File: config.mk
export PLATFORM = sky130hd
export DESIGN_NAME = f64fma_pipe_ctrl
export DESIGN_NICKNAME = d
export VERILOG_FILES = /design/src/rtl/f64fma_pkg.sv /design/src/rtl/f64fma_pipe_ctrl.sv
export SDC_FILE = /design/constraint.sdc
export NUM_CORES = 1
export LEC_CHECK = 0
export ABC_AREA = 1
export ABC_CLOCK_PERIOD_IN_PS = 1600
export BUFFER_PORTS_ARGS = -buffer_cell sky130_fd_sc_hd__buf_4
export CORE_MARGIN = 3
export CORE_UTILIZATION = 30
export CTS_CLUSTER_DIAMETER = 60
export CTS_CLUSTER_SIZE = 10
export DETAILED_ROUTE_END_ITERATION = 7
export PLACE_DENSITY = 0.59
export SLEW_MARGIN = 20
export SYNTH_ARGS = -nofsm -noshare
export SYNTH_HDL_FRONTEND = slang
export SYNTH_SLANG_ARGS = --single-unit
File: constraint.sdc
create_clock -name clk -period 1.6 [get_ports clk]
set_input_delay 0.08 -clock clk [delete_from_list [all_inputs] [get_ports clk]]
set_output_delay 0.08 -clock clk [all_outputs]
set_load 0.005 [all_outputs]
File: src/rtl/f64fma_pkg.sv
package f64fma_pkg;

    localparam int NumStages = 11;

    localparam logic [63:0] DefaultNan = 64'h7FF8_0000_0000_0000;
    localparam logic [63:0] QuietBit   = 64'h0008_0000_0000_0000;
    localparam logic [10:0] ExpAll     = 11'h7FF;

    typedef logic [NumStages-1:0] stage_en_t;

    // product and aligned-ready addend leaving the multiplier
    typedef struct packed {
        logic               spec;
        logic [63:0]        spec_val;
        logic               sp;
        logic               sc;
        logic               cz;
        logic [105:0]       prod;
        logic [127:0]       cw;
        logic signed [13:0] ecx;
        logic [11:0]        xsum;
    } mul_t;

    // signed-magnitude sum leaving the adder
    typedef struct packed {
        logic               spec;
        logic [63:0]        spec_val;
        logic               s;
        logic [127:0]       m;
        logic signed [13:0] e;
    } sum_t;

    // index of the highest set bit, zero for an empty word
    function automatic logic [6:0] top_bit(input logic [127:0] v);
        logic [6:0] r;
        r = '0;
        for (int i = 0; i < 128; i++)
        begin
            if (v[i])
            begin
                r = 7'(i);
            end
        end
        return r;
    endfunction

    // right shift, any bit shifted out is ORed into bit 0
    function automatic logic [127:0] jam_shr(input logic [127:0] v, input logic [13:0] n);
        logic [127:0] r;
        logic         lost;
        if (|n[13:7])
        begin
            r    = '0;
            lost = |v;
        end
        else
        begin
            r    = v >> n[6:0];
            lost = |(v & ~({128{1'b1}} << n[6:0]));
        end
        r[0] = r[0] | lost;
        return r;
    endfunction

endpackage

File: src/rtl/f64fma_pipe_ctrl.sv
module f64fma_pipe_ctrl (
    input  logic                        clk,
    input  logic                        rst_n,
    input  logic                        in_valid,
    output logic                        in_ready,
    output logic                        out_valid,
    input  logic                        out_ready,
    output f64fma_pkg::stage_en_t       en
);

    localparam int N = f64fma_pkg::NumStages;

    logic [N-1:0] v_reg;
    logic [N-1:0] v_next;
    logic [N-1:0] ready;

    // a stage may load when it is empty or its item moves on
    always_comb
    begin
        ready[N-1] = !v_reg[N-1] || out_ready;
        for (int i = N - 2; i >= 0; i--)
        begin
            ready[i] = !v_reg[i] || ready[i+1];
        end
        v_next[0] = ready[0] ? in_valid : v_reg[0];
        for (int i = 1; i < N; i++)
        begin
            v_next[i] = ready[i] ? v_reg[i-1] : v_reg[i];
        end
    end

    always_ff @(posedge clk or negedge rst_n)
    begin
        if (!rst_n)
        begin
            v_reg <= '0;
        end
        else
        begin
            v_reg <= v_next;
        end
    end

    assign en        = ready;
    assign in_ready  = ready[0];
    assign out_valid = v_reg[N-1];

`ifndef SYNTHESIS
    a_fill_rate: assert property (@(posedge clk) disable iff (!rst_n)
        $countones(v_reg) <= $past($countones(v_reg)) + 1)
        else $error("pipeline occupancy grew by more than one");

    a_full_blocks: assert property (@(posedge clk) disable iff (!rst_n)
        (&v_reg && !out_ready) |-> !in_ready)
        else $error("input taken while pipeline full and stalled");

    a_enter: assert property (@(posedge clk) disable iff (!rst_n)
        (in_valid && in_ready) |=> v_reg[0])
        else $error("transfer did not enter first stage");

    a_drain: assert property (@(posedge clk) disable iff (!rst_n)
        (out_valid && out_ready && !v_reg[N-2]) |=> !out_valid)
        else $error("last stage kept an item that was delivered");
`endif

endmodule

Yosys cells after proc, flatten, opt, wreduce, memory -nomap -nowiden

Index checks and enable logic that the tools add are counted.

Flip-flop bits (word level): 11
Bits of input ports: 4
Logic and storage cells: 33

Reduce and logical (&&, ||, !) cells: 22

Operators by type and width:

| operator         | number |
|---|---|
| zero test 1 bit  | 11 |
| logical OR 1 bit | 11 |

Logic depth before layout (Yosys ltp)

Depth after elaboration: 12
Depth in mapped cells: 7
Mapped depth without buffers: 7

Least setup slack after synthesis

Ideal clock, no wire load.

Path type: register to output
From: register v_reg[10]
To: output port en[0]
Data arrival time: 1.227 ns
Path slack: 0.293 ns
Stages on the path, launching flop included: 7
Path buffers: 1
Cell sequence: dfrtp_1 -> nand4_4 -> nor2_4 -> nand4_4 -> nor2_4 -> nand4_2 -> buf_4

Word-level cells in the longest chain between the ends: 12

RTL lines:

| item                          | line                   | source |
|---|---|---|
| start, declared               | f64fma_pipe_ctrl.sv:13 | `logic [N-1:0] v_reg;` |
| start signal, assigned        | f64fma_pipe_ctrl.sv:40 | `v_reg <= v_next;` |
| zero test 1 bit               | f64fma_pipe_ctrl.sv:20 | `ready[N-1] = !v_reg[N-1] \|\| out_ready;` |
| logical OR 1 bit              | f64fma_pipe_ctrl.sv:20 |  |
| logical OR 1 bit (2 in a row) | f64fma_pipe_ctrl.sv:23 | `ready[i] = !v_reg[i] \|\| ready[i+1];` |
| net en[8]                     | f64fma_pipe_ctrl.sv:8  | `output f64fma_pkg::stage_en_t en` |
| logical OR 1 bit (4 in a row) | f64fma_pipe_ctrl.sv:23 |  |
| net en[4]                     | f64fma_pipe_ctrl.sv:8  |  |
| logical OR 1 bit (4 in a row) | f64fma_pipe_ctrl.sv:23 |  |
| end, declared                 | f64fma_pipe_ctrl.sv:8  |  |

The timed path passes the listed nets, and every way through them passes these cells.

Final worst setup path

From: register v_reg[9]
To: output port en[2]

Word-level cells in the longest chain between the ends: 9

RTL lines:

| item                          | line |
|---|---|
| zero test 1 bit               | f64fma_pipe_ctrl.sv:23 |
| logical OR 1 bit (8 in a row) | f64fma_pipe_ctrl.sv:23 |

No other way between the ends.

==> impl.org <==
** Critical path
- Measured in cells, the most critical reg-to-reg path has a length of 7.
- Critical setup path kind :: reg2out
- Data required time at the worst endpoint :: 1.52 ns
- Data arrives at the worst endpoint at 1.46 ns.
- Of all nets on the critical path, the largest fanout is 5.
- The worst setup path is captured at an output pin.
- STA classifies the critical path startpoint as a flop.

** Power and ir drop
- Peak VDD IR :: 0.000612 V
- The share of total power dissipated in combinational logic is 36.4%.
- The analysis attributes to cell leakage a power of 0.375 nW.
- Switching power :: 0.292 mW
- Sequential cells burn 43.6% of the power.
- Switching share of power :: 32.3%
- Power Internal :: 0.611 mW
- Power density over the cells :: 1240 nW/um2
- Part of the power in the clock network :: 20.0%
- Overall power :: 0.903 mW

** Layout
- The number of antenna diodes in the final layout is 0.
- Proportion of layout cells with a drive suffix above 1 :: 45.2%
- Combined flip-flop and latch cell area :: 275 um2
- P&R area growth vs syn :: 50.3%
- After routing the design area is 726 um2.
- Max reg flops :: 11
- Number of filler cells placed in the layout :: 143
- Measured on the finished design, the core utilization comes to 51.9%.
- Fin cells :: 88
- Final net count :: 78
- Area used by multi-input combinational logic :: 164 um2

** Route
- Wires add up to 932 um.
- The pre-antenna-repair detailed-routing pass consisted of 2 iterations.
- After the first detailed-routing iteration, the DRC count stood at 3.
- Detailed-route vias per instance :: 4.25
- Post-route ant nets :: 0
- The detailed router placed 374 vias in this run.
- In the routed design, unresolved DRC markers number 0.
- In the final routed layout, each cell accounts on average for 10.6 um.

** STA
- For this run, the top clock speed supported by timing is 651 MHz.
- Max_slew headroom :: 87.5%
- Sum of negative setup slack :: 0 ns
- The number of max-slew violations in the final report came to 0.
- Clock period minus worst slack :: 1.54 ns
- Count of final hold-check violations :: 0
- Setup violations remaining at the end of the flow were counted as 0.
- Dividing the final minimum period by the clock period gives 96.0%.
- Slew at the pin with the worst max-slew slack :: 0.187 ns
- Setup repair after global routing could not meet its margin everywhere.
- Once routing completed, OpenROAD measured the worst setup slack at 0.0632 ns.
- On the final layout, the worst hold slack is 0.138 ns.
- Clock skew on the completed layout was measured at 0.00341 ns.

** Yosys
- The largest total area in the synthesized netlist belongs to sky130_fd_sc_hd__dfrtp_1.
- In the post-synthesis netlist, the biggest area contributors are sky130_fd_sc_hd__dfrtp_1 57%, sky130_fd_sc_hd__inv_1 9.3%, sky130_fd_sc_hd__nand2_1 9.3%.
- Area share of the largest cell type after synthesis :: 57.0%
- Syn_nets :: 50
- The Yosys step of the flow raised 0 warnings.
- In this run the cell area of the synthesized design comes to 483 um2.
- Synthesis inferred 11 register bits.
- The most used flip-flop cell after synthesis is sky130_fd_sc_hd__dfrtp_1.
- Yosys mapped the design onto 10 distinct sky130hd cell types.
- FFs w/ async S/R, synth :: 100%
- Sequential area share after synthesis :: 57.0%
- The average instance in the mapped netlist occupies 10.5 um2.
- Sorting the synthesized cells by how often they occur yields 12 x sky130_fd_sc_hd__inv_1, 12 x sky130_fd_sc_hd__nand2_1, 11 x sky130_fd_sc_hd__dfrtp_1.
- Yosys mapped a number of flops with a built-in enable equal to 0.
- In the synthesized netlist, the number of instances is 46.

** Floorplanning
- The die is 46.1 um tall.
- 17 I/O pins were placed.
- FP Rows :: 13
- Once the floorplan was initialized, standard cells occupied 34.5% of the core.
- The die is 46.1 um wide.
- Floorplan die area :: 2130 um2
- The core region is 1400 um2.

** GRT
- Entering global routing, the biggest net connects 12 pins.
- First-pass GRT wire length :: 1.59 mm
- Aggregate global-route resource usage :: 10.6%
- The total overflow left after global routing is 0.
- Via count of the first global-routing pass :: 379
- The initial antenna violation count is 0.

** Outcome
- Run status :: completed

** Clock tree
- Library cell used as clock root buffer :: sky130_fd_sc_hd__clkbuf_4
- After clock tree synthesis, the clock-pin slew on the worst setup and hold paths is 0.07 ns.
- Clock buffers created by TritonCTS :: 3
- # clock sinks :: 11
- TritonCTS built the clock tree.
- Latest clock arrival within the worst-skew pair :: 0.26 ns
- Clk buf depth :: 2
- H-tree levels :: 1

** Placed design
- Timing analysis after detailed placement gives a worst setup slack of 0.240 ns.
- Weighted congestion at the end of routability-driven global placement :: 0.667
- Post-DP HPWL :: 700 um
- Cell count after placement :: 76
- Summing all placed instances gives a cell area of 614 um2.
- IO Port Bufs :: 16

** Min path
- The worst hold path passes through 4 cells.
- Kind of path behind the tightest hold check :: in2reg

** Job
- Max-cap violations in this run came to 0.
[logic make-up after synthesis]
group / after synthesis / synth area share [%]
and+or+nand+nor: 22 / 32.1
buffers and inverters: 13 / 10.9
DFF: 11 / 57.0
[critical path, stage by stage, from the launching register on]
cell and delay [ns]:
sky130_fd_sc_hd__dfrtp_1 0.39, sky130_fd_sc_hd__nand4_4 0.13, sky130_fd_sc_hd__nor2_4 0.14, sky130_fd_sc_hd__nand4_4 0.10
sky130_fd_sc_hd__nor2_4 0.17, sky130_fd_sc_hd__nand2_1 0.11, sky130_fd_sc_hd__buf_4 0.15
[power groups by stage]
stage	Clock [mW]	Sequential (mW)	Combinational [mW]
5_1_grt	0.200	0.403	0.369
6_report	0.181	0.394	0.328
3_3_place_gp	0	0.395	0.277
2_1_floorplan	0	0.388	0.157
3_5_place_dp	0	0.398	0.281
4_1_cts	0.191	0.394	0.331
[cells in the final DEF, fill, tap and decap left out, drive strengths merged]
master and n:
buf 22, or2 2, dfrtp 11, clkbuf 4
dlygate4sd3 2, nand4 3, nand2 12, nor2 2
inv 12, nand3 3
[final cells by class]
class	instances	share of cell area [%]
clock buffer	4	3.62
inverter	12	6.21
multi-input combinational	22	22.6
sequential	11	37.9
tap	15	2.59
timing repair buffer	24	27.1
[per-layer routing]
metal / part of all wire, % / wire length, um / track usage, %
met1: 39 / 360 / 12.9
met2: 51 / 479 / 18.4
met3: 9.9 / 92 / 1.95
met4: 0 / 0 / 3.41
met5: 0 / 0 / 0
[final timing paths]
kind	from	to	slack, ns
setup / recovery	v_reg[9]	en[2]	0.06
hold / removal	out_ready	v_reg[10]	0.14
setup reg to reg	v_reg[9]	v_reg[0]	0.29
hold reg to reg	v_reg[7]	v_reg[8]	0.48
max in group asynchronous	rst_n	v_reg[6]	1.27
min in group asynchronous	rst_n	v_reg[2]	0.18
[repair_timing]
| item | in CTS | in global routing |
|---|---|---|
| buffers inserted | 6 | 0 |
| endpoints found under the setup margin | 4 | 5 |
| hold buffers | 2 | 0 |
| pin swaps | 3 | 2 |
| hold endpoints to repair | 12 | 0 |
| resized for setup | 1 | 3 |
No activity file was read; power rests on OpenSTA's default activity.
