<file path="config.mk">
export PLATFORM = sky130hd
export DESIGN_NAME = f64fma_round
export DESIGN_NICKNAME = d
export VERILOG_FILES = /design/src/rtl/f64fma_pkg.sv /design/src/rtl/f64fma_round.sv
export SDC_FILE = /design/constraint.sdc
export NUM_CORES = 1
export LEC_CHECK = 0
export ABC_AREA = 1
export BUFFER_PORTS_ARGS = -buffer_cell sky130_fd_sc_hd__buf_2
export CORE_ASPECT_RATIO = 1.75
export CORE_MARGIN = 2
export CORE_UTILIZATION = 37
export CTS_CLUSTER_SIZE = 40
export DETAILED_ROUTE_END_ITERATION = 7
export SYNTH_ARGS = -nofsm -noshare
export SYNTH_HDL_FRONTEND = slang
export SYNTH_SLANG_ARGS = --single-unit
</file>
<file path="constraint.sdc">
create_clock -name clk -period 14.9 [get_ports clk]
set_clock_uncertainty 0.1 [all_clocks]
set_input_delay 2.98 -clock clk [delete_from_list [all_inputs] [get_ports clk]]
set_output_delay 2.98 -clock clk [all_outputs]
set_load 0.01 [all_outputs]
</file>
<file path="src/rtl/f64fma_pkg.sv">
package f64fma_pkg;

    localparam int NumStages = 11;

    localparam logic [63:0] DefaultNan = 64'h7FF8_0000_0000_0000;
    localparam logic [63:0] QuietBit   = 64'h0008_0000_0000_0000;
    localparam logic [10:0] ExpAll     = 11'h7FF;

    typedef logic [NumStages-1:0] stage_en_t;

    // product and aligned-ready addend leaving the multiplier
    typedef struct packed {
        logic               spec;
        logic [63:0]        spec_val;
        logic               sp;
        logic               sc;
        logic               cz;
        logic [105:0]       prod;
        logic [127:0]       cw;
        logic signed [13:0] ecx;
        logic [11:0]        xsum;
    } mul_t;

    // signed-magnitude sum leaving the adder
    typedef struct packed {
        logic               spec;
        logic [63:0]        spec_val;
        logic               s;
        logic [127:0]       m;
        logic signed [13:0] e;
    } sum_t;

    // index of the highest set bit, zero for an empty word
    function automatic logic [6:0] top_bit(input logic [127:0] v);
        logic [6:0] r;
        r = '0;
        for (int i = 0; i < 128; i++)
        begin
            if (v[i])
            begin
                r = 7'(i);
            end
        end
        return r;
    endfunction

    // right shift, any bit shifted out is ORed into bit 0
    function automatic logic [127:0] jam_shr(input logic [127:0] v, input logic [13:0] n);
        logic [127:0] r;
        logic         lost;
        if (|n[13:7])
        begin
            r    = '0;
            lost = |v;
        end
        else
        begin
            r    = v >> n[6:0];
            lost = |(v & ~({128{1'b1}} << n[6:0]));
        end
        r[0] = r[0] | lost;
        return r;
    endfunction

endpackage

</file>
<file path="src/rtl/f64fma_round.sv">
module f64fma_round (
    input  logic               clk,
    input  logic [3:0]         en,
    input  f64fma_pkg::sum_t   sum_in,
    output logic [63:0]        fma_result
);

    typedef struct packed {
        logic               spec;
        logic [63:0]        spec_val;
        logic               s;
        logic [127:0]       m;
        logic [6:0]         p;
        logic signed [13:0] e;
    } lz_t;

    typedef struct packed {
        logic               spec;
        logic [63:0]        spec_val;
        logic               s;
        logic [127:0]       m;
        logic signed [13:0] q;
        logic signed [13:0] sh;
    } pos_t;

    typedef struct packed {
        logic               spec;
        logic [63:0]        spec_val;
        logic               s;
        logic [53:0]        sig;
        logic               rb;
        logic               sticky;
        logic signed [13:0] q;
    } sft_t;

    lz_t         s7_reg, s7_next;
    pos_t        s8_reg, s8_next;
    sft_t        s9_reg, s9_next;
    logic [63:0] res_reg, res_next;

    logic signed [13:0] et, qb, nsh, n;
    logic [127:0]       sv;
    logic               inc;
    logic [53:0]        sr, sig2;
    logic signed [13:0] q2;
    logic [13:0]        bexp;
    logic [62:0]        body;

    always_comb
    begin
        s7_next.spec     = sum_in.spec;
        s7_next.spec_val = sum_in.spec_val;
        s7_next.s        = sum_in.s;
        s7_next.m        = sum_in.m;
        s7_next.p        = f64fma_pkg::top_bit(sum_in.m);
        s7_next.e        = sum_in.e;
    end

    // result exponent, clamped at the subnormal floor
    always_comb
    begin
        et               = 14'(s7_reg.p) + s7_reg.e;
        qb               = (et < -14'sd1022) ? -14'sd1022 : et;
        s8_next.spec     = s7_reg.spec;
        s8_next.spec_val = s7_reg.spec_val;
        s8_next.s        = s7_reg.s;
        s8_next.m        = s7_reg.m;
        s8_next.q        = qb - 14'sd52;
        s8_next.sh       = qb - 14'sd52 - s7_reg.e;
    end

    always_comb
    begin
        nsh              = -s8_reg.sh;
        n                = s8_reg.sh - 14'sd1;
        sv               = '0;
        s9_next.spec     = s8_reg.spec;
        s9_next.spec_val = s8_reg.spec_val;
        s9_next.s        = s8_reg.s;
        s9_next.q        = s8_reg.q;
        if (s8_reg.sh <= 14'sd0)
        begin
            sv             = s8_reg.m << nsh[5:0];
            s9_next.sig    = sv[53:0];
            s9_next.rb     = 1'b0;
            s9_next.sticky = 1'b0;
        end
        else if (|n[13:7])
        begin
            s9_next.sig    = '0;
            s9_next.rb     = 1'b0;
            s9_next.sticky = |s8_reg.m;
        end
        else
        begin
            sv             = s8_reg.m >> n[6:0];
            s9_next.sig    = sv[54:1];
            s9_next.rb     = sv[0];
            s9_next.sticky = |(s8_reg.m & ~({128{1'b1}} << n[6:0]));
        end
    end

    // round to nearest even and pack, carry into exponent handles subnormal to normal
    always_comb
    begin
        inc  = s9_reg.rb && (s9_reg.sticky || s9_reg.sig[0]);
        sr   = s9_reg.sig + 54'(inc);
        sig2 = sr[53] ? (sr >> 1) : sr;
        q2   = s9_reg.q + 14'(sr[53]);
        bexp = 14'(q2 + 14'sd1074);
        body = {bexp[10:0], 52'd0} + {10'd0, sig2[52:0]};
        if (s9_reg.spec)
        begin
            res_next = s9_reg.spec_val;
        end
        else if (q2 > 14'sd971)
        begin
            res_next = {s9_reg.s, f64fma_pkg::ExpAll, 52'd0};
        end
        else
        begin
            res_next = {s9_reg.s, body};
        end
    end

    always_ff @(posedge clk)
    begin
        if (en[0])
        begin
            s7_reg <= s7_next;
        end
        if (en[1])
        begin
            s8_reg <= s8_next;
        end
        if (en[2])
        begin
            s9_reg <= s9_next;
        end
        if (en[3])
        begin
            res_reg <= res_next;
        end
    end

    assign fma_result = res_reg;

endmodule

</file>
Word-level counts from Yosys, hierarchy flattened

Cells that the tools add are included.
Widths: inputs -> output; s select.

Register bits: 637
Bits of input ports: 213
Output and inout bits: 64
Word-level logic and storage cells: 187

Add/sub/neg operators: 9
Magnitude comparators: 3
Shift operators: 3
Muxes and demuxes: 132
Bitwise logic cells: 2
Reductions and logical operators: 12

Operators by type and width:

| cell                    | count |
|---|---|
| $mux 7                  | 61 |
| $reduce_or 128->1       | 2 |
| $mux 6                  | 32 |
| $and 128x128->128       | 1 |
| $not 128->128           | 1 |
| $shl 128x6->54          | 1 |
| $shl 128x7->128 const A | 1 |
| $shr 128x7->55          | 1 |
| $mux 56                 | 2 |
| $mux 5                  | 16 |
| $mux 64                 | 1 |
| $reduce_or 64->1        | 1 |
| $add 63x53->63          | 1 |
| $mux 63                 | 1 |
| $add 54x1->54           | 1 |
| $mux 53                 | 1 |
| $mux 4                  | 8 |
| $reduce_or 32->1        | 1 |
| $reduce_or 16->1        | 1 |
| $reduce_or 8->1         | 2 |
| $add 14x1->14           | 1 |
| $add 7x14->14           | 1 |
| $gt 14x11->1 const B    | 1 |
| $le 14x1->1 const B     | 1 |
| other kinds (15)        | 21 |

Longest topological paths before layout

Gate-level depths: netlist of the first run.

Word-level depth: 126
Depth in mapped cells: 125
Mapped depth without buffers: 125

Least setup slack after synthesis of the first run

OpenSTA, ideal clock, no wires.

Path type: input port to flip-flop
Start point: input port sum_in[16] (netlist bit)
End point: register s7_reg[14] (netlist bit) (data pin)
Arrival: 8,156 ps
Required time: 14,546 ps
Slack: 6,389 ps
Cell stages on the path: 125
Buffers on the path: 0
Cells stage by stage: inv_1 -> nand2_1 -> nand2_1 -> nand2_1 -> nand2_1 -> nand2_1 -> nand2_1 -> nand2_1 -> nand2_1 -> nand2_1 -> nand2_1 -> nand2_1 -> nand2_1 -> nand2_1 -> nand2_1 -> nand2_1 -> nand2_1 -> nand2_1 -> (+89 left out) -> nand2_1 -> nand2_1 -> nand2_1 -> nand2_1 -> nand2_1 -> nand2_1 -> nand2_1 -> nand2_1 -> nand2_1 -> nand2_1 -> nand2_1 -> nand2_1 -> nand2_1 -> nand2_1 -> nand2_1 -> nand2_1 -> nand2_1 -> nand2_1

Longest elaborated chain between the ends: 125

RTL lines:

| element              | RTL line            | source |
|---|---|---|
| start, declared      | f64fma_round.sv:4   | `input f64fma_pkg::sum_t sum_in,` |
| $mux 2               | f64fma_pkg.sv:39    | `if (v[i])` |
| $mux 7 (61 in a row) | f64fma_pkg.sv:39    |  |
| $mux 6 (32 in a row) | f64fma_pkg.sv:39    |  |
| $mux 5 (16 in a row) | f64fma_pkg.sv:39    |  |
| $mux 4 (8 in a row)  | f64fma_pkg.sv:39    |  |
| $mux 3 (4 in a row)  | f64fma_pkg.sv:39    |  |
| $mux 2 (2 in a row)  | f64fma_pkg.sv:39    |  |
| $mux 1               | f64fma_pkg.sv:39    |  |
| end signal, assigned | f64fma_round.sv:130 | `s7_reg <= s7_next;` |
| end, declared        | f64fma_round.sv:36  | `lz_t s7_reg, s7_next;` |

Every way passes these cells.
A chain may end at the register's enable or synchronous reset.

Worst setup path in the final report of the first run

Same ends and word-level chain as after synthesis.

==> results of run 1 <==
## worst max-delay path: cells and delay by family
kind / cells / cell delay (ns)
AND/OR/NAND/NOR: 124 / 5.81
buffers and inverters: 2 / 0.14
## cell usage in the layout (no fill, tap or decap), types with 55 or more instances in the layout
cell type | Yosys | layout
o21ai_1 | 54 | 55
nor2_1 | 241 | 236
o21ai_0 | 537 | 535
inv_1 | 402 | 400
buf_2 | 0 | 273
xor2_1 | 86 | 83
edfxtp_1 | 637 | 637
mux2i_1 | 172 | 172
a21oi_1 | 100 | 100
o22ai_1 | 62 | 62
nand2_1 | 1052 | 1050
nand3_1 | 76 | 76
clkbuf_16 | 0 | 58
## path summary, 6_finish.rpt
path,startpoint,cells after the start,endpoint,slack (ns)
min,s7_reg[25],0,s8_reg[32],0.30
max,sum_in[16],126,s7_reg[14],6.29
max reg2reg,s7_reg[2],37,s8_reg[13],8.41
min reg2reg,s7_reg[25],0,s8_reg[32],0.30
## layout make-up
type | count | area [sq um] | area share (%)
inverters | 450 | 1690 | 4.10
flip-flops and latches | 637 | 19100 | 46.3
diodes | 4 | 10.0 | 0.0243
well taps | 1309 | 1640 | 3.97
multi-input cells | 2799 | 15000 | 36.4
clock buffers | 66 | 1480 | 3.59
clock inverters | 44 | 478 | 1.16
repair buffers | 329 | 1840 | 4.47
## cell families (layout without fill, tap and decap cells)
logic type	count (synthesis)	after routing	synth area share [%]
other cells	0	4	0
mux	172	172	4.72
xor+xnor	99	99	2.38
flops	637	637	52.4
compound gates	939	939	15.1
simple gates	1553	1553	17.4
buf+inv	660	889	6.79
fa+ha+maj	36	36	1.28
## power by group through the flow
| stage | Clock (mW) | Combinational, mW | Sequential (mW) |
|---|---|---|---|
| after floorplan | 0 | 2.31 | 2.35 |
| after global placement | 0 | 4.17 | 2.39 |
| after detailed placement | 0 | 4.13 | 2.40 |
| after CTS | 1.58 | 4.14 | 2.36 |
| after global routing | 1.64 | 4.56 | 2.38 |
| final | 1.55 | 4.39 | 2.36 |
## routing by layer
metal	vias up	routed length (um)
met2	1129	74000
met1	14492	50800
li1	14584	-
met3	417	7350
met4	8	14600
met5	-	50
==> flow_metrics.env, run 1 <==
export IMPL_status="complete, but fails checks"
export IMPL_failed_checks="capacitance limit, slew limit"
export IMPL_htreeDepth=2
export IMPL_post_cts_resized=0
export IMPL_power_frac_seq_pct=28.4
export IMPL_cp_required_ns=15.22
export IMPL_synth_most_common_cell="nand2_1"
export IMPL_placed_area_sq_mm=0.0393
export IMPL_final_cell_area_sq_mm=0.0413
export IMPL_grt_use_met3_pct=4.23
export IMPL_slew_violations=3
export IMPL_synth_top_cell_area_share_pct=52.4
export IMPL_dp_hpwl_um=113000
export IMPL_grt_overflow_total=0
export IMPL_syn_num_nets=4345
export IMPL_fin_cells=5638
export IMPL_clock_latency_ns=0.68
export IMPL_p_switching_mw=4.17
export IMPL_fin_setup_tns_ns=0
export IMPL_synth_seq_cells=637
export IMPL_place_congestion=1.07
export IMPL_max_stage_delay_ns=0.10
export IMPL_post_place_ws_ns=5.48
export IMPL_end_kind="flop"
export IMPL_yosys_top_cells_count="nand2_1 (1052), edfxtp_1 (637), o21ai_0 (537)"
export IMPL_setup_worst_path_start_class="input pin"
export IMPL_peakVddDrop_uv=137
export IMPL_grt_pass1_vias=30182
export IMPL_drtIter0Drc=2593
export IMPL_total_power_mw=8.30
export IMPL_rsz0062_at_grt="false"
export IMPL_criticalPathCategory="input pin to flop"
export IMPL_yosysTopAreaCell="edfxtp_1"
export IMPL_wl_per_cell_um=26.0
export IMPL_ys_types=49
export IMPL_postSynthCellCount=4096
export IMPL_yosys_top_cells_area="edfxtp_1 (52%), nand2_1 (11%), o21ai_0 (7.4%)"
export IMPL_dieArea_sq_mm=0.101
export IMPL_largest_register_ffs=222
export IMPL_ctsHoldBuffers=0
export IMPL_worst_pin_slew_ns=1.55
export IMPL_internal_power_mw=4.13
export IMPL_drv_cap=2
export IMPL_die_h_um=420
export IMPL_async_flop_share_pct=0
export IMPL_netlist_area_sq_mm=0.0365
export IMPL_top_usage_layer="met2"
export IMPL_synth_area_per_cell_sq_um=8.91
export IMPL_slowest_stage="buf_2"
export IMPL_relSlewSlack_pct=-3.51
export IMPL_combPwrFrac_pct=53.0
export IMPL_postLayoutSetupSlackWorst_ns=6.29
export IMPL_layout_drive_gt1_share_pct=12.0
export IMPL_nets=4524
export IMPL_grt_max_degree=109
export IMPL_hp_class="flop to flop"
export IMPL_grt_total_usage_pct=29.0
export IMPL_core_sq_mm=0.0979
export IMPL_rows=152
export IMPL_syn_to_final_growth_pct=13.1
export IMPL_yosys_warnings=0
export IMPL_routed_wl_um=147000
export IMPL_crit_fanout=3
export IMPL_setup_violations_final=0
export IMPL_drtAntennaViolNets=0
export IMPL_fill_cells=9733
export IMPL_cts_root_buf="clkbuf_16"
export IMPL_dp_cells=5520
export IMPL_postCtsSetupBuffers=0
export IMPL_die_w_um=241
export IMPL_io_pin_count=277
export IMPL_yosysSeqAreaShare_pct=52.4
export IMPL_via_per_inst=5.43
export IMPL_power_density_mw_per_mm2=201
export IMPL_cp_arrival_ns=8.93
export IMPL_cts_sinks=637
export IMPL_initial_core_util_pct=37.3
export IMPL_leakagePower_nw=16.7
export IMPL_drc=0
export IMPL_dr_total_vias=30630
export IMPL_grtUsageMet1_pct=30.1
export IMPL_fin_crit_ns=8.61
export IMPL_drtPass1Iterations=6
export IMPL_sw_frac_of_total_pct=50.2
export IMPL_crit_path_frequent_cell="nand2_1"
export IMPL_fin_crit_sh_pct=57.8
export IMPL_p_clk_share_pct=18.6
export IMPL_synth_edf_count=637
export IMPL_gr_usage_met2_pct=51.3
export IMPL_grt_first_pass_wirelength_um=208000
export IMPL_post_route_util_pct=42.1
export IMPL_hold_worst_slack_ns=0.305
export IMPL_port_buffers=276
export IMPL_cts_buffer_depth=3
export IMPL_cts_tree="yes"
export IMPL_cts_inserted_buffers=58
export IMPL_max_freq_mhz=116
export IMPL_grt_antenna_before_repair=6
export IMPL_timing_hold_violations_final=0
export IMPL_ys_flop_type="edfxtp_1"
export IMPL_clk_pin_slew_worst_paths_ns=0.08
(Power assumes the default switching activity.)
==> run 2, diff against run 1 <==
Clock period 14.9 ns to 8.7 ns, I/O delays scaled along.
==> run 2 against run 1 <==
  * The flow still finishes with violations (capacitance limit, slew limit)
  * Power rose by 69%
  * Sequential share of layout area barely moved
  * Count of clock-buffer cells in the layout rose by 3
  * Combinational power rose by 67%
  * Clock power rose by 71%
  * Worst setup slack got worse by 4.9 ns
  * Die area did not move
  * Register-to-register slack got worse by 6.0 ns
  * First-iteration DRC count fell by 4.5%
  * Via count barely moved
  * Non-clock buffer count fell by 2
  * Global-route usage fell by 0.69 points
==> flow_metrics.env, run 2 (synthesized netlist as in run 1, its figures left out) <==
export IMPL_drtAntennaViolNets=0
export IMPL_grt_overflow_total=0
export IMPL_postCtsSetupBuffers=0
export IMPL_cp_required_ns=9.03
export IMPL_p_clk_share_pct=18.9
export IMPL_dieArea_sq_mm=0.101
export IMPL_place_congestion=1.06
export IMPL_rsz0062_at_grt="true"
export IMPL_fin_crit_sh_pct=83.8
export IMPL_drv_cap=2
export IMPL_drc=0
export IMPL_layout_drive_gt1_share_pct=12.0
export IMPL_via_per_inst=5.43
export IMPL_sw_frac_of_total_pct=49.7
export IMPL_drtIter0Drc=2477
export IMPL_worst_pin_slew_ns=1.50
export IMPL_failed_checks="capacitance limit, slew limit"
export IMPL_cts_sinks=637
export IMPL_setup_violations_final=0
export IMPL_grt_antenna_before_repair=7
export IMPL_largest_register_ffs=222
export IMPL_mostFrequentLayoutCell="nand2_1"
export IMPL_cp_arrival_ns=7.63
export IMPL_htreeDepth=2
export IMPL_dr_total_vias=30612
export IMPL_fill_cells=9826
export IMPL_core_sq_mm=0.0979
export IMPL_end_kind="flop"
export IMPL_p_switching_mw=6.97
export IMPL_rows=152
export IMPL_drtPass1Iterations=6
export IMPL_combPwrFrac_pct=52.4
export IMPL_dp_hpwl_um=109000
export IMPL_cts_inserted_buffers=58
export IMPL_crit_fanout=3
export IMPL_routed_wl_um=142000
export IMPL_crit_path_frequent_cell="nand2_1"
export IMPL_grt_total_usage_pct=28.3
export IMPL_hp_class="flop to flop"
export IMPL_criticalPathCategory="input pin to flop"
export IMPL_cts_root_buf="clkbuf_16"
export IMPL_power_frac_seq_pct=28.8
export IMPL_power_density_mw_per_mm2=340
export IMPL_die_w_um=241
export IMPL_grt_pass1_vias=29955
export IMPL_cts_tree="yes"
export IMPL_cts_buffer_depth=3
export IMPL_grt_first_pass_wirelength_um=203000
export IMPL_nets=4522
export IMPL_status="complete, but fails checks"
export IMPL_post_route_util_pct=42.2
export IMPL_dp_cells=5520
export IMPL_wl_per_cell_um=25.3
export IMPL_grt_max_degree=182
export IMPL_internal_power_mw=7.06
export IMPL_clk_pin_slew_worst_paths_ns=0.07
export IMPL_timing_hold_violations_final=0
export IMPL_initial_core_util_pct=37.3
export IMPL_slew_violations=1
export IMPL_setup_worst_path_start_class="input pin"
export IMPL_fin_cells=5635
export IMPL_max_stage_delay_ns=0.09
export IMPL_final_cell_mix="nand2_1 (1048), edfxtp_1 (637), o21ai_0 (535)"
export IMPL_leakagePower_nw=16.7
export IMPL_port_buffers=276
export IMPL_max_freq_mhz=137
export IMPL_clock_latency_ns=0.68
export IMPL_syn_to_final_growth_pct=13.2
export IMPL_fin_crit_ns=7.29
export IMPL_peakVddDrop_uv=183
export IMPL_die_h_um=420
export IMPL_io_pin_count=277
export IMPL_relSlewSlack_pct=-0.722
export IMPL_slowest_stage="buf_2"
[run 2: path summary, 6_finish.rpt]
check | end | start | cells past startpoint | slack, ns
worst max-delay path | s7_reg[14] | sum_in[16] | 126 | 1.41
worst min-delay path | s9_reg[80] | s8_reg[166] | 0 | 0.31
worst max register to register | s8_reg[13] | s7_reg[2] | 36 | 2.43
worst min register to register | s9_reg[80] | s8_reg[166] | 0 | 0.31
[run 2: metrics by stage]
stage | instance area [sq um] | TNS, ns | worst slack [ns] | hold WS (ns) | total power, mW
2_1_floorplan | 36500 | 0 | 1.43 | 0.300 | 7.98
3_3_place_gp | 39300 | 0 | 0.256 | 0.301 | 11.0
3_5_place_dp | 39300 | 0 | 0.536 | 0.305 | 11.0
4_1_cts | 41300 | 0 | 1.24 | 0.314 | 13.7
5_1_grt | 41300 | -0.113 | -0.113 | 0.318 | 14.6
6_report | 41300 | 0 | 1.41 | 0.310 | 14.0
[run 2: metal layers]
layer | global-route usage [%] | vias to the layer above | wire (um)
li1 | - | 14593 | -
met1 | 29.7 | 14443 | 49400
met2 | 49.7 | 1159 | 71500
met3 | 4.22 | 411 | 7430
met4 | 23.1 | 6 | 13900
met5 | 0 | - | 34
[run 2: cell type report]
cell class	instances	area (sq um)	share of cell area, %
timing repair buffer	327	1840	4.46
multi-input combinational	2799	15000	36.3
clock buffer	69	1490	3.61
clock inverter	40	498	1.21
sequential	637	19100	46.3
inverter	450	1690	4.10
antenna	4	10.0	0.0242
tap	1309	1640	3.97
[run 2: power by group through the flow]
stage / Sequential [mW] / Clock [mW] / Combinational, mW
2_1_floorplan: 4.03 / 0 / 3.95
3_3_place_gp: 4.10 / 0 / 6.94
3_5_place_dp: 4.11 / 0 / 6.91
4_1_cts: 4.04 / 2.72 / 6.92
5_1_grt: 4.07 / 2.84 / 7.71
6_report: 4.04 / 2.65 / 7.35
[run 2: critical path: cells and delay by family]
kind / cells / cell delay (ns)
and+or+nand+nor: 124 / 5.74
buffers and inverters: 2 / 0.12
[run 2: what timing repair did]
item                                    4_1_cts  5_1_grt
endpoints found under the setup margin        0        1
resized for setup                             0        2
hold buffers                                  0        0
